File: src/sv/sglm_pkg.sv
// ----------------------------------------------------------------------------
// sglm_pkg
// Shared widths, constants and control types of the sequence gap loss monitor.
// ----------------------------------------------------------------------------
package sglm_pkg;

  // Default parameter values
  localparam int unsigned CHANNELS_DEF   = 16;
  localparam int unsigned COUNT_BITS_DEF = 32;

  // Payload widths
  localparam int unsigned CHAN_W = 4;
  localparam int unsigned ID_W   = 8;
  localparam int unsigned SEQ_W  = 8;
  localparam int unsigned PAIR_W = 2 * ID_W;
  localparam int unsigned TOT_W  = 32;
  localparam int unsigned LOSS_W = 15;

  // Loss scale is 25600 = 25 * 2^10 (100 percent in 1/256 steps)
  localparam int unsigned SCALE_SHIFT = 10;
  localparam logic [LOSS_W-1:0] LOSS_SCALE = 15'd25600;

  // Ratio divider: quotient stays below 2^15, one bit per step
  localparam int unsigned DIV_STEPS = LOSS_W;
  localparam int unsigned DEN_SHIFT = DIV_STEPS - 1;
  localparam int unsigned STEP_W    = $clog2(DIV_STEPS);

  // Report every 32nd frame of a channel
  localparam int unsigned REPORT_W = 5;

  // Commands from the controller to the datapath
  typedef struct packed {
    logic clear;     // clear one seen entry
    logic load;      // capture an accepted request
    logic read;      // read pair memories and channel counters
    logic update;    // compute gap, bump counters, write back
    logic mul1;      // numerator partial sum, load denominator
    logic mul2;      // finish numerator
    logic div_step;  // one restoring division step
    logic smooth;    // average, write back, load output register
  } ctrl_cmd_t;

  // Status from the datapath to the controller
  typedef struct packed {
    logic clr_last;  // clearing pass at its final entry
    logic out_free;  // output register can take a result
  } dp_status_t;

endpackage

File: src/sv/sglm_ctrl.sv
// ----------------------------------------------------------------------------
// sglm_ctrl
// Sequencer: clearing pass, request acceptance and per-frame command steps.
// ----------------------------------------------------------------------------
module sglm_ctrl import sglm_pkg::*; (
  input  logic       clk_i,
  input  logic       rst_ni,
  input  logic       in_valid_i,
  input  dp_status_t status_i,
  output logic       in_ready_o,
  output ctrl_cmd_t  cmd_o
);

  typedef enum logic [2:0] {
    S_CLEAR,
    S_IDLE,
    S_READ,
    S_UPDATE,
    S_MUL1,
    S_MUL2,
    S_DIV,
    S_SMOOTH
  } state_e;

  state_e            state_q, state_d;
  logic              ready_q;
  logic [STEP_W-1:0] cnt_q, cnt_d;

  // Decode next state and step count
  always_comb begin
    state_d = state_q;
    cnt_d   = cnt_q;
    case (state_q)
      S_CLEAR: begin
        if (status_i.clr_last) state_d = S_IDLE;
      end
      S_IDLE: begin
        if (in_valid_i && ready_q) state_d = S_READ;
      end
      S_READ:   state_d = S_UPDATE;
      S_UPDATE: state_d = S_MUL1;
      S_MUL1:   state_d = S_MUL2;
      S_MUL2: begin
        state_d = S_DIV;
        cnt_d   = STEP_W'(DIV_STEPS - 1);
      end
      S_DIV: begin
        if (cnt_q == '0) state_d = S_SMOOTH;
        else cnt_d = cnt_q - 1'b1;
      end
      S_SMOOTH: begin
        if (status_i.out_free) state_d = S_IDLE;
      end
      default: state_d = S_CLEAR;
    endcase
  end

  // Hold state and the registered ready
  always_ff @(posedge clk_i or negedge rst_ni) begin
    if (!rst_ni) begin
      state_q <= S_CLEAR;
      ready_q <= 1'b0;
      cnt_q   <= '0;
    end else begin
      state_q <= state_d;
      ready_q <= (state_d == S_IDLE);
      cnt_q   <= cnt_d;
    end
  end

  // Issue datapath commands
  always_comb begin
    cmd_o          = '0;
    cmd_o.clear    = (state_q == S_CLEAR);
    cmd_o.load     = (state_q == S_IDLE) && in_valid_i && ready_q;
    cmd_o.read     = (state_q == S_READ);
    cmd_o.update   = (state_q == S_UPDATE);
    cmd_o.mul1     = (state_q == S_MUL1);
    cmd_o.mul2     = (state_q == S_MUL2);
    cmd_o.div_step = (state_q == S_DIV);
    cmd_o.smooth   = (state_q == S_SMOOTH) && status_i.out_free;
  end

  assign in_ready_o = ready_q;

  // Checks
  a_accept_reads: assert property (@(posedge clk_i) disable iff (!rst_ni)
    (in_valid_i && ready_q) |=> (state_q == S_READ))
    else $error("accepted request did not start a read");

  a_no_ready_clear: assert property (@(posedge clk_i) disable iff (!rst_ni)
    (state_q == S_CLEAR) |-> !ready_q)
    else $error("ready raised during clearing pass");

  a_ready_only_idle: assert property (@(posedge clk_i) disable iff (!rst_ni)
    ready_q |-> (state_q == S_IDLE))
    else $error("ready raised outside idle");

  a_div_count: assert property (@(posedge clk_i) disable iff (!rst_ni)
    (state_q == S_DIV) |-> (cnt_q < STEP_W'(DIV_STEPS)))
    else $error("division step count out of range");

endmodule

File: config.mk
export PLATFORM = sky130hd
export DESIGN_NAME = sglm_ctrl
export DESIGN_NICKNAME = d
export VERILOG_FILES = /design/src/sv/sglm_pkg.sv /design/src/sv/sglm_ctrl.sv
export SDC_FILE = /design/constraint.sdc
export NUM_CORES = 1
export LEC_CHECK = 0
export BUFFER_PORTS_ARGS = -buffer_cell sky130_fd_sc_hd__buf_2
export CAP_MARGIN = 20
export CORE_ASPECT_RATIO = 1.25
export CORE_MARGIN = 2
export CORE_UTILIZATION = 30
export CTS_BUF_LIST = sky130_fd_sc_hd__clkbuf_8 sky130_fd_sc_hd__clkbuf_16
export DETAILED_ROUTE_END_ITERATION = 8
export SLEW_MARGIN = 30
export SYNTH_ARGS = -nofsm -noshare
export SYNTH_HDL_FRONTEND = slang
export SYNTH_SLANG_ARGS = --single-unit
File: constraint.sdc
create_clock -name clk_i -period 3.55 [get_ports clk_i]
set_clock_uncertainty 0.05 [all_clocks]
set_input_delay 1.065 -clock clk_i [delete_from_list [all_inputs] [get_ports clk_i]]
set_output_delay 1.065 -clock clk_i [all_outputs]
set_load 0.02 [all_outputs]
==> out/summary.txt <==
Status - completed
Crit path launch type - input port
CP arrival - 1660 ps
CP Capture Type - output pin
Fmax - 360 MHz
Fillers - 165
Initial Util - 32.8%
Grt total ovfl - 0
Antenna viol nets, final - 0
Wire per inst - 11.7 um
Setup TNS - 0 ps
Drt drc - 0
Ant diodes - 0
Detailed Place HPWL - 776 um
Max rail drop VDD - 0.000336 V
CTS root buffer - clkbuf_8
# setup viols final - 0
Layout area overhead - 20.7%
Count of different cell masters after synthesis - 28
WL final - 1040 um
Largest net degree at the start of global routing - 15
Vias per cell - 5.12
Worst slew pin tran - 469 ps
First-pass DRT Iterations - 2
Number of setup buffers added after CTS - 0
# rows - 16
CORE AREA - 1600 um2
Rel. slew slack - 68.7%
CTS buffer count - 3
Die area - 2100 um2
WHS - 507 ps
Clk sinks - 8
Longest Clk Path Bufs - 2
Clock H-tree levels - 1
Placed cell count - 86
Yosys Warn Count - 0
Slew Limit Fails - 0
Vias in the first global route - 435
P per Cell Area - 939 nW/um2
Die height - 50.8 um
Routability Congestion - 0.738
RSZ-0062 raised after global routing - no
Routed vias - 456
First-pass GRT wire length - 1750 um
Worst Path Required - 2430 ps
Synthesized Nets - 64
Post-Synthesis Cells - 58
Min Tclk post-route - 2780 ps
Register bit total from synthesis - 8
Hold-fix buffers at CTS - 0
Static Leak - 0.000299 uW
Crit Path Category - input port to output pin
Mapped Avg Cell Area - 9.06 um2
Total power draw - 596 uW
PortBufs - 13
Post_cts resized - 0
Hold Path Class - flop to flop
Maxcap violations - 0
Final count of hold timing violations - 0
CP Max Fanout - 3
Seq/Total Area, Yosys - 38.1%
Chip width - 41.4 um
Total GRT Usage - 11.3%
Fraction of layout cells with a size suffix above 1 - 35.2%
Period utilisation layout - 78.2%
TritonCTS clock tree - yes
NumNets Final - 79
Clock-pin slew on the worst setup and hold paths - 40 ps
DR iter-0 viols - 8
Top Ports - 14
Non-Filler Instances - 89
Mapped cell area - 526 um2
Worst skew pair latency - 230 ps
Initial antenna violation count - 0
[critical path, stage by stage]
cell and delay (ps):
buf_2 100, nand2_1 70, nor4b_1 220, buf_2 210
[state kept, by name, indices dropped and copies added (netlist names)]
signal,cells
state_q,3
in_ready_o,1
cnt_q,4
[cell usage in the layout (no fill, tap or decap), types with 2 or more instances in the layout]
master / n
nand3_1: 3
o21ai_0: 3
nor2_1: 6
buf_2: 13
inv_1: 5
a21oi_1: 2
mux2i_1: 2
dfrtp_1: 8
nor2_2: 2
clkbuf_8: 3
nor3_1: 3
nand2_1: 5
[Yosys cell counts]
master	count	area (um2)
o32ai_2	1	16.3
ha_1	1	12.5
buf_2	1	5.00
nor3_1	3	15.0
nand3b_4	1	20.0
dfrtp_1	8	200
nor2_2	2	12.5
nand3_1	3	15.0
nand4b_1	1	8.76
inv_1	5	18.8
nand2_1	5	18.8
nand2_2	1	6.26
o21ai_0	3	15.0
nor2_1	6	22.5
o211ai_1	1	7.51
nor3b_1	1	7.51
nand2b_1	1	6.26
o21ba_2	1	10.0
nor4b_1	1	8.76
inv_2	1	3.75
a21oi_1	2	10.0
buf_4	2	15.0
mux2i_1	2	20.0
o32ai_1	1	8.76
o41ai_2	1	16.3
o21ai_1	1	5.00
nor3b_2	1	12.5
nand3b_1	1	7.51
[logic make-up (layout without fill, tap and decap cells)]
logic type,Yosys count,in the layout,synth area share [%]
buf+inv,9,22,8.09
mux,2,2,3.81
compound gates,11,11,16.9
flops,8,8,38.1
fa+ha+maj,1,1,2.38
simple gates,27,27,30.7
[final timing paths]
| kind | startpoint | endpoint | slack, ps | depth (start not counted) |
|---|---|---|---|---|
| min in group asynchronous | rst_ni | cnt_q[0] | 630 | 1 |
| max reg2reg | state_q[1] | cnt_q[3] | 2210 | 3 |
| min | cnt_q[0] | cnt_q[0] | 510 | 1 |
| min reg2reg | cnt_q[0] | cnt_q[0] | 510 | 1 |
| max | in_valid_i | cmd_o[6] | 770 | 4 |
| max in group asynchronous | rst_ni | state_q[1] | 2660 | 1 |
[per-layer routing]
metal	vias up	GRT usage (%)	wire length, um
li1	230	-	-
met1	204	12.7	481
met4	0	11.3	40
met5	-	0	0
met3	5	3.24	66
met2	17	16.7	450
[power breakdown]
part	switching (uW)	internal (uW)
combinational	146	119
sequential	90.7	131
clock	35.2	73.4
total	272	324
[cell type report]
cell class              count  area (um2)  share of cell area [%]
repair buffers             13        65.1                    10.3
multi-input cells          41         283                    44.6
inverters                   6        22.5                    3.55
well taps                  18        22.5                    3.55
flip-flops and latches      8         200                    31.6
clock buffers               3        41.3                    6.51
[stage by stage]
step	area, um2	worst slack (ps)	util (%)
finish	634	775	39.6
global placement	593	786	37.0
floorplan	526	571	-
global route	634	711	39.6
detailed placement	593	775	37.0
CTS	634	762	39.6
(Power assumes the default switching activity.)
